`src/sv/ltiyp_pkg.sv`:
```
// Types and constants shared by the serial command line parser.
`timescale 1ns / 1ps

package ltiyp_pkg;

   typedef enum logic [2:0] {
      KIND_EMPTY = 3'd0,
      KIND_INT   = 3'd1,
      KIND_YES   = 3'd2,
      KIND_NO    = 3'd3,
      KIND_ERROR = 3'd4
   } line_kind_type;

   typedef enum logic [4:0] {
      PH_SKIP   = 5'b00001,
      PH_SIGNED = 5'b00010,
      PH_DIGITS = 5'b00100,
      PH_DONE   = 5'b01000,
      PH_FAIL   = 5'b10000
   } scan_phase_type;

   typedef enum logic {
      CSR_PARSE_MODE    = 1'b0,
      CSR_EMPTY_ALLOWED = 1'b1
   } csr_index_type;

   localparam logic [7:0] CHAR_NL    = 8'h0A;
   localparam logic [7:0] CHAR_SEMI  = 8'h3B;
   localparam logic [7:0] CHAR_NUL   = 8'h00;
   localparam logic [7:0] CHAR_PLUS  = 8'h2B;
   localparam logic [7:0] CHAR_MINUS = 8'h2D;
   localparam logic [7:0] CHAR_ZERO  = 8'h30;
   localparam logic [7:0] CHAR_NINE  = 8'h39;

   localparam logic [31:0] MAG_LIMIT = 32'h8000_0000;
   localparam logic [31:0] POS_MAX   = 32'h7FFF_FFFF;

   function automatic logic is_blank(input logic [7:0] c);
      return (c == 8'h20) || (c == 8'h09) || (c == 8'h0D) || (c == 8'h0B) || (c == 8'h0C);
   endfunction

endpackage

```
`src/sv/line_token_int_yesno_parser.sv`:
```
// Serial command line parser: integer or yes/no word per terminated line.
// A line terminator is held in the input register, and then its result in the result register.
// Throughput: one byte per cycle; the input register and the result register decouple
// the two channels, and a byte stalls only while an untaken result blocks a terminator.
// Reset: synchronous active-high reset clears the valid flags of both registers, the
// line state and the configuration (integer mode, empty lines reported as errors).
`timescale 1ns / 1ps

module line_token_int_yesno_parser #(
   parameter int MAX_LINE = 1024
) (
   input  logic        clock,
   input  logic        reset,
   input  logic        req_valid,
   output logic        req_ready,
   input  logic [7:0]  req_rx_byte,
   output logic        rsp_valid,
   input  logic        rsp_ready,
   output logic [2:0]  rsp_line_kind,
   output logic signed [31:0] rsp_int_value,
   input  logic        csr_valid,
   output logic        csr_ready,
   input  logic        csr_index,
   input  logic        csr_wdata
);

   localparam int LenWidth = $clog2(MAX_LINE + 1);
   localparam logic [LenWidth-1:0] LenMax = LenWidth'(MAX_LINE);

   logic                parse_mode_ff, empty_allowed_ff;
   logic                byte_valid_ff;
   logic [7:0]          byte_ff;
   logic [LenWidth-1:0] line_length_ff, line_length_in;
   ltiyp_pkg::scan_phase_type scan_phase_ff, scan_phase_in;
   logic [31:0]         accumulator_ff, accumulator_in;
   logic                negative_ff, negative_in;
   logic                digit_seen_ff, digit_seen_in;
   logic [7:0]          prefix_ff [3];
   logic [7:0]          prefix_in [3];
   logic [2:0]          text_length_ff, text_length_in;
   logic                nul_seen_ff, nul_seen_in;
   logic                rsp_valid_ff;
   logic [2:0]          kind_ff;
   logic [31:0]         value_ff;
   ltiyp_pkg::line_kind_type kind_in;
   logic [31:0]         value_in;

   logic        is_term, advance, is_digit, yes_match, no_match;
   logic [35:0] times_ten;
   logic [3:0]  digit_val;

   assign is_term   = (byte_ff == ltiyp_pkg::CHAR_NL) || (byte_ff == ltiyp_pkg::CHAR_SEMI);
   assign advance   = byte_valid_ff && (!is_term || !rsp_valid_ff || rsp_ready);
   assign req_ready = !byte_valid_ff || advance;
   assign csr_ready = 1'b1;

   assign is_digit  = (byte_ff >= ltiyp_pkg::CHAR_ZERO) && (byte_ff <= ltiyp_pkg::CHAR_NINE);
   assign digit_val = 4'(byte_ff - ltiyp_pkg::CHAR_ZERO);
   assign times_ten = {1'b0, accumulator_ff, 3'b000} + {3'b000, accumulator_ff, 1'b0}
                    + {32'd0, digit_val};

   assign yes_match = ((text_length_ff == 3'd3) &&
                       ((prefix_ff[0] == "Y" && prefix_ff[1] == "E" && prefix_ff[2] == "S") ||
                        (prefix_ff[0] == "Y" && prefix_ff[1] == "e" && prefix_ff[2] == "s") ||
                        (prefix_ff[0] == "y" && prefix_ff[1] == "e" && prefix_ff[2] == "s"))) ||
                      ((text_length_ff == 3'd1) && (prefix_ff[0] == "1"));
   assign no_match  = ((text_length_ff == 3'd2) &&
                       ((prefix_ff[0] == "N" && prefix_ff[1] == "O") ||
                        (prefix_ff[0] == "N" && prefix_ff[1] == "o") ||
                        (prefix_ff[0] == "n" && prefix_ff[1] == "o"))) ||
                      ((text_length_ff == 3'd1) && (prefix_ff[0] == "0"));

   always_comb begin
      line_length_in = line_length_ff;
      scan_phase_in  = scan_phase_ff;
      accumulator_in = accumulator_ff;
      negative_in    = negative_ff;
      digit_seen_in  = digit_seen_ff;
      prefix_in      = prefix_ff;
      text_length_in = text_length_ff;
      nul_seen_in    = nul_seen_ff;
      kind_in        = ltiyp_pkg::KIND_ERROR;
      value_in       = 32'd0;

      if (is_term) begin
         line_length_in = '0;
         scan_phase_in  = ltiyp_pkg::PH_SKIP;
         accumulator_in = 32'd0;
         negative_in    = 1'b0;
         digit_seen_in  = 1'b0;
         prefix_in      = '{8'd0, 8'd0, 8'd0};
         text_length_in = 3'd0;
         nul_seen_in    = 1'b0;
         if (line_length_ff == '0) begin
            kind_in = empty_allowed_ff ? ltiyp_pkg::KIND_EMPTY : ltiyp_pkg::KIND_ERROR;
         end else if (line_length_ff >= LenMax) begin
            kind_in = ltiyp_pkg::KIND_ERROR;
         end else if (!parse_mode_ff) begin
            if (digit_seen_ff) begin
               kind_in = ltiyp_pkg::KIND_INT;
               if (negative_ff) begin
                  value_in = 32'd0 - accumulator_ff;
               end else begin
                  value_in = (accumulator_ff >= ltiyp_pkg::MAG_LIMIT) ?
                             ltiyp_pkg::POS_MAX : accumulator_ff;
               end
            end
         end else if (yes_match) begin
            kind_in = ltiyp_pkg::KIND_YES;
         end else if (no_match) begin
            kind_in = ltiyp_pkg::KIND_NO;
         end
      end else begin
         if (line_length_ff < LenMax) begin
            line_length_in = line_length_ff + 1'b1;
         end
         if (!nul_seen_ff) begin
            if (byte_ff == ltiyp_pkg::CHAR_NUL) begin
               nul_seen_in = 1'b1;
            end else begin
               if (text_length_ff < 3'd3) begin
                  prefix_in[text_length_ff[1:0]] = byte_ff;
               end
               if (text_length_ff < 3'd4) begin
                  text_length_in = text_length_ff + 3'd1;
               end
               unique case (scan_phase_ff)
                  ltiyp_pkg::PH_SKIP: begin
                     if (ltiyp_pkg::is_blank(byte_ff)) begin
                        scan_phase_in = ltiyp_pkg::PH_SKIP;
                     end else if (byte_ff == ltiyp_pkg::CHAR_PLUS ||
                                  byte_ff == ltiyp_pkg::CHAR_MINUS) begin
                        negative_in   = (byte_ff == ltiyp_pkg::CHAR_MINUS);
                        scan_phase_in = ltiyp_pkg::PH_SIGNED;
                     end else if (is_digit) begin
                        accumulator_in = {28'd0, digit_val};
                        digit_seen_in  = 1'b1;
                        scan_phase_in  = ltiyp_pkg::PH_DIGITS;
                     end else begin
                        scan_phase_in = ltiyp_pkg::PH_FAIL;
                     end
                  end
                  ltiyp_pkg::PH_SIGNED, ltiyp_pkg::PH_DIGITS: begin
                     if (is_digit) begin
                        accumulator_in = (times_ten > {4'd0, ltiyp_pkg::MAG_LIMIT}) ?
                                         ltiyp_pkg::MAG_LIMIT : times_ten[31:0];
                        digit_seen_in  = 1'b1;
                        scan_phase_in  = ltiyp_pkg::PH_DIGITS;
                     end else begin
                        scan_phase_in = (scan_phase_ff == ltiyp_pkg::PH_DIGITS) ?
                                        ltiyp_pkg::PH_DONE : ltiyp_pkg::PH_FAIL;
                     end
                  end
                  default: begin
                     scan_phase_in = scan_phase_ff;
                  end
               endcase
            end
         end
      end
   end

   always_ff @(posedge clock) begin
      if (reset) begin
         parse_mode_ff    <= 1'b0;
         empty_allowed_ff <= 1'b0;
      end else if (csr_valid && csr_ready) begin
         unique case (csr_index)
            ltiyp_pkg::CSR_PARSE_MODE:    parse_mode_ff    <= csr_wdata;
            ltiyp_pkg::CSR_EMPTY_ALLOWED: empty_allowed_ff <= csr_wdata;
            default: parse_mode_ff <= parse_mode_ff;
         endcase
      end
   end

   always_ff @(posedge clock) begin
      if (reset) begin
         byte_valid_ff <= 1'b0;
      end else if (req_ready) begin
         byte_valid_ff <= req_valid;
      end
   end

   always_ff @(posedge clock) begin
      if (req_valid && req_ready) begin
         byte_ff <= req_rx_byte;
      end
   end

   always_ff @(posedge clock) begin
      if (reset) begin
         line_length_ff <= '0;
         scan_phase_ff  <= ltiyp_pkg::PH_SKIP;
         accumulator_ff <= 32'd0;
         negative_ff    <= 1'b0;
         digit_seen_ff  <= 1'b0;
         prefix_ff      <= '{8'd0, 8'd0, 8'd0};
         text_length_ff <= 3'd0;
         nul_seen_ff    <= 1'b0;
      end else if (advance) begin
         line_length_ff <= line_length_in;
         scan_phase_ff  <= scan_phase_in;
         accumulator_ff <= accumulator_in;
         negative_ff    <= negative_in;
         digit_seen_ff  <= digit_seen_in;
         prefix_ff      <= prefix_in;
         text_length_ff <= text_length_in;
         nul_seen_ff    <= nul_seen_in;
      end
   end

   always_ff @(posedge clock) begin
      if (reset) begin
         rsp_valid_ff <= 1'b0;
      end else if (advance && is_term) begin
         rsp_valid_ff <= 1'b1;
      end else if (rsp_ready) begin
         rsp_valid_ff <= 1'b0;
      end
   end

   always_ff @(posedge clock) begin
      if (advance && is_term) begin
         kind_ff  <= kind_in;
         value_ff <= value_in;
      end
   end

   assign rsp_valid     = rsp_valid_ff;
   assign rsp_line_kind = kind_ff;
   assign rsp_int_value = value_ff;

endmodule

```
`config.mk`:
```
export PLATFORM = sky130hd
export DESIGN_NAME = line_token_int_yesno_parser
export DESIGN_NICKNAME = d
export VERILOG_FILES = /design/src/sv/ltiyp_pkg.sv /design/src/sv/line_token_int_yesno_parser.sv
export SDC_FILE = /design/constraint.sdc
export NUM_CORES = 1
export LEC_CHECK = 0
export BUFFER_PORTS_ARGS = -buffer_cell sky130_fd_sc_hd__buf_4
export CORE_MARGIN = 4
export CORE_UTILIZATION = 55
export CTS_CLUSTER_DIAMETER = 200
export DETAILED_ROUTE_END_ITERATION = 6
export GPL_TIMING_DRIVEN = 0
export PLACE_DENSITY_LB_ADDON = 0.1
export SETUP_SLACK_MARGIN = 0.4
export SLEW_MARGIN = 20
export SYNTH_ARGS = -nofsm -noshare
export SYNTH_HDL_FRONTEND = slang
export SYNTH_SLANG_ARGS = --single-unit
export TNS_END_PERCENT = 30
```
`constraint.sdc`:
```
create_clock -name clock -period 5.31 [get_ports clock]
set_clock_uncertainty 0.05 [all_clocks]
set_input_delay 0.7965 -clock clock [delete_from_list [all_inputs] [get_ports clock]]
set_output_delay 0.7965 -clock clock [all_outputs]
set_load 0.03 [all_outputs]
```
### Yosys cells after proc, flatten, opt, wreduce, memory -nomap -nowiden

Cells that the tools add are included.

* register bits: 125
* input bits: 15
* word-level logic and storage cells: 185
* output and inout bits: 38

* reductions and logical operators: 56
* add/subtract/negate cells: 6
* bitwise logic cells: 4
* magnitude comparators: 10
* equal/unequal tests: 34
* muxes and demuxes: 58

Operator list (count)
* 32-bit 2-to-1 mux: 10
* 24-bit 2-to-1 mux: 4
* 8-bit by 7-bit equality test with 1-bit output (second input constant): 10
* 32-bit case mux with 2 select lines: 1
* 8-bit by 6-bit equality test with 1-bit output (second input constant): 6
* 8-bit by 4-bit equality test with 1-bit output (second input constant): 5
* 5-bit 2-to-1 mux: 8
* 35-bit by 33-bit adder with 36-bit output: 1
* 36-bit by 4-bit adder with 36-bit output: 1
* 36-bit by 32-bit greater-than comparator with 1-bit output (second input constant): 1
* 3-bit 2-to-1 mux: 11
* 32-bit greater-or-equal comparator (second input constant): 1
* 1-bit by 32-bit subtractor with 32-bit output (first input constant): 1
* 24-bit bitwise mux: 1
* 11-bit 2-to-1 mux: 2
* 1-bit logical AND: 18
* 1-bit 2-to-1 mux: 17
* 8-bit demux with 2-bit select: 1
* 1-bit logical OR: 15
* 3-bit inequality test (second input constant): 4
* 4-bit AND reduction: 3
* 6-bit AND reduction: 2
* 2-bit nonzero test: 6
* 11-bit by 1-bit adder with 11-bit output (second input constant): 1
* other kinds (30): 38

### Longest topological paths before layout

* depth in word-level cells: 11
* depth in mapped cells: 16
* gate-level depth less buffers: 14

### Worst setup path before layout

No wires, ideal clock.

* path type: register to register
* start point: reg byte_ff[3]
* end point: reg accumulator_ff[17]
* setup time: 59 ps
* setup slack: 714 ps
* data arrival time: 4486 ps
* data required time: 5201 ps
* buffers on the path: 2
* cell stages (with the launch flop): 14
* period minus slack after synthesis: 4596 ps
* cell sequence: edfxtp_1 clkbuf_1 inv_1 fa_1 fa_1 or4b_2 a2111oi_0 or4b_1 nor4_2 nand4_1 or3_4 a211oi_4 buf_6 a22o_1

* cells in the longest elaborated chain, start to end: 9
* elaborated cells on any way between the ends: 40
* classes of those cells: 2 x add/sub; 3 x order compare; 15 x eq/ne; 6 x mux; 14 x reduce/logical

Ends and longest elaborated chain
* from (decl): RTL line line_token_int_yesno_parser.sv:32 `logic [7:0] byte_ff;`
* from (signal assigned): RTL line line_token_int_yesno_parser.sv:186 `byte_ff <= req_rx_byte;`
* 4-bit by 1-bit subtractor with 4-bit output: RTL line line_token_int_yesno_parser.sv:58 `assign digit_val = 4'(byte_ff - ltiyp_pkg::CHAR_ZERO);`
* 36-bit by 4-bit adder with 36-bit output: RTL line line_token_int_yesno_parser.sv:60 `+ {32'd0, digit_val};`
* 36-bit by 32-bit greater-than comparator with 1-bit output: RTL line line_token_int_yesno_parser.sv:145 `accumulator_in = (times_ten > {4'd0, ltiyp_pkg::MAG_LIMIT}) ?`
* 32-bit 2-to-1 mux: RTL line line_token_int_yesno_parser.sv:145
* 32-bit 2-to-1 mux: RTL line line_token_int_yesno_parser.sv:144 `if (is_digit) begin`
* 32-bit case mux with 2 select lines: RTL line line_token_int_yesno_parser.sv:127 `unique case (scan_phase_ff)`
* 32-bit 2-to-1 mux: RTL line line_token_int_yesno_parser.sv:118 `if (byte_ff == ltiyp_pkg::CHAR_NUL) begin`
* 32-bit 2-to-1 mux: RTL line line_token_int_yesno_parser.sv:117 `if (!nul_seen_ff) begin`
* 32-bit 2-to-1 mux: RTL line line_token_int_yesno_parser.sv:85 `if (is_term) begin`
* to (signal assigned): RTL line line_token_int_yesno_parser.sv:203 `accumulator_ff <= accumulator_in;`
* to (decl): RTL line line_token_int_yesno_parser.sv:35 `logic [31:0] accumulator_ff, accumulator_in;`

Several ways; a longest one is shown, not always the timed one. The select of a mux whose other input is x is not followed.
A chain may end at the register's enable or synchronous reset.

### Worst setup path in the final report

* start point: reg byte_ff[3]
* end point: reg accumulator_ff[24]

The elaborated chain is that of the path after synthesis.

==> flow_summary.ini <==
[yosys]
synth_flop_cell = dfxtp_1
netlist.top_cell.by_area = dfxtp_1
ys_seq_elements = 125
syn_inst = 986
synth.yosys.seq_area_share = 0.348
netlist_area_mm2 = 0.00843
synth-edff-count = 43
ys_types = 86
syn_avg_cell_area_um2 = 8.55
synth.most_common_cell = nor2_1
mappedNetlistNets = 1074
yosys-top-cells-area = dfxtp_1, edfxtp_1, ha_1
yosysWarnings = 0
synth-async-reset-ratio = 0
synth_common_cells = nor2_1, a21oi_1, dfxtp_1
synth_top_area_share = 0.195

[clock_network]
clock-sinks = 125
cts_made_buffers = 17
cts_root_buf = clkbuf_16
clk_pin_slew_ps = 60
cts_tree = yes
clk_path_buf_depth = 2
insertion_delay_ps = 420
htreeDepth = 4

[floorplan]
row_count = 44
initial_utilization = 0.571
core_mm2 = 0.0148
io_pins = 53
dieArea_mm2 = 0.0174
die_x_um = 132
chipHeight_um = 132

[route]
vias = 7927
drt-initial-drc-count = 816
via_per_inst = 6.30
antenna_left = 0
drt-pass1-iter-count = 5
drt_wl_total_um = 22500
route.detailed.drc = 0
routedWlPerCell_um = 17.8

[worst_hold_path]
hp-class = reg2reg
hold_path_end = empty_allowed_ff
holdCritStartpoint = empty_allowed_ff
hold_depth = 2

[critical_path]
r2r_start = byte_ff[3]
worstSetupEndpointType = register
setup.worst_path.class = reg2reg
required_ps = 5620
worst_ep_arrival_time_ps = 5110
r2r_slack_ps = 510
path_max_fanout = 10
start_kind = register
r2r_end = accumulator_ff[24]
rr_worst_depth = 15

[pwr]
ir_worst_vdd_mv = 0.283
p_leak_uw = 0.00395
power_density_mw_per_mm2 = 244

[timing]
timing.final.ws_setup_ps = 512
fmax_ghz = 0.208
drv_slew = 0
tns_ps = 0
fin_crit_ps = 4800
hold_viol_final = 0
tightest_slew_ps = 932
slew_headroom = 0.376
post-route-period-util = 0.904
rsz0062_at_grt = false
setup_viol = 0

[final_layout]
finalInstanceArea_mm2 = 0.00977
antenna-diode-count = 0
final-seq-area_mm2 = 0.00293
layout-drive-gt1-share = 0.119
area_growth_pct = 16.0
num-fill-cells = 1275
multi_input_comb_area_mm2 = 0.00521
fin_nets = 1150

[placement]
io_buffer_count = 50
post-place-ws_ps = -3.66
gp_congestion = 0.940
hpwl_um = 16700
placed_area_mm2 = 0.00903

[global_route]
grt_overflow_total = 0
grt_usage = 0.252
grt_pass1_wl_um = 36300
antenna_found_initial = 0
first_global_vias = 7260
grt_max_degree = 43

[run]
drv_cap = 0

[outcome]
status = finished, final reports clean
-- worst max-delay path by stage --
stage,startpoint,end,slack (ps),depth (start not counted)
floorplan,byte_ff[3],accumulator_ff[17],710,13
global placement,byte_ff[3],accumulator_ff[26],70,12
detailed placement,byte_ff[3],accumulator_ff[24],-4,13
CTS,byte_ff[3],accumulator_ff[24],400,13
global route,byte_ff[3],accumulator_ff[4],360,15
finish,byte_ff[3],accumulator_ff[24],510,15
-- metal layers --
layer / GRT usage / wire length (um) / up-vias
met5: 0 / 0 / -
met4: 0.0811 / 372 / 0
met3: 0.0492 / 1530 / 30
met2: 0.375 / 9840 / 305
met1: 0.369 / 10700 / 3710
li1: - / - / 3882
-- cell type report --
cell class / count / share of cell area
repair buffers: 57 / 0.0446
clock inverters: 13 / 0.0129
well taps: 184 / 0.0236
flip-flops and latches: 125 / 0.300
clock buffers: 19 / 0.0487
multi-input cells: 782 / 0.533
inverters: 31 / 0.0122
plain buffers: 48 / 0.0247
-- critical path, cell delays in order (launching register included) --
cell	delay (ps)
edfxtp_1	400
clkbuf_8	200
inv_1	70
fa_1	520
fa_1	480
nand2b_2	260
a21oi_4	170
o21ai_1	170
a2111oi_4	360
or4b_4	510
nor4_2	220
nand4_1	170
or3_4	440
a211oi_4	400
buf_6	200
a22o_1	130
-- state kept, by name (all words and copies together), names as in the netlist, 3 cells and up --
| register | count |
|---|---|
| prefix_ff | 24 |
| byte_ff | 8 |
| text_length_ff | 3 |
| rsp_int_value | 32 |
| line_length_ff | 11 |
| rsp_line_kind | 3 |
| scan_phase_ff | 5 |
| accumulator_ff | 32 |
-- where the power goes --
part           internal, uW  switching [uW]  leakage, uW
clock                   707             457     0.000299
sequential             1000            21.7     0.000987
combinational          75.7             120      0.00266
-- cells by family after synthesis --
logic type	synth area share
AO/OA/AOI/OAI	0.249
XOR/XNOR	0.0301
adder cells (fa/ha/maj)	0.110
buffers and inverters	0.0413
flip-flops	0.348
multiplexers	0.00846
other	0.000445
AND/OR/NAND/NOR	0.212
-- cells in the final DEF, fill, tap and decap left out, types with 7 or more instances in the layout --
master,count
o21a_1,10
dfxtp_1,81
xor2_1,21
a31oi_1,18
nand2b_1,7
a22o_1,21
and2_1,8
a21o_1,19
nand4_1,16
ha_1,71
clkbuf_16,19
xnor2_1,8
o21ai_0,37
nor3_1,34
a211oi_1,15
a211o_1,7
a22oi_1,25
nand3_1,21
edfxtp_1,43
a21oi_1,83
nor2_1,134
clkbuf_1,36
inv_1,30
nand2_1,77
a311oi_1,15
nor4_1,11
buf_4,57
or3_1,15
and3_1,7
-- metrics by stage --
stage | power [uW] | hold slack [ps] | cells | utilization
4_1_cts | 2380 | 411 | 1252 | 0.654
2_1_floorplan | 1170 | 383 | 986 | -
6_report | 2380 | 408 | 1259 | 0.662
3_3_place_gp | 1220 | 400 | 1220 | 0.612
5_1_grt | 2460 | 420 | 1259 | 0.662
3_5_place_dp | 1220 | 403 | 1220 | 0.612
-- timing repair --
action,4_1_cts,5_1_grt
hold buffers,0,0
buffers inserted,0,5
endpoints found under the setup margin,28,24
resized for setup,6,16
gates cloned,0,2
pin swaps,0,3
(Power assumes the default switching activity.)
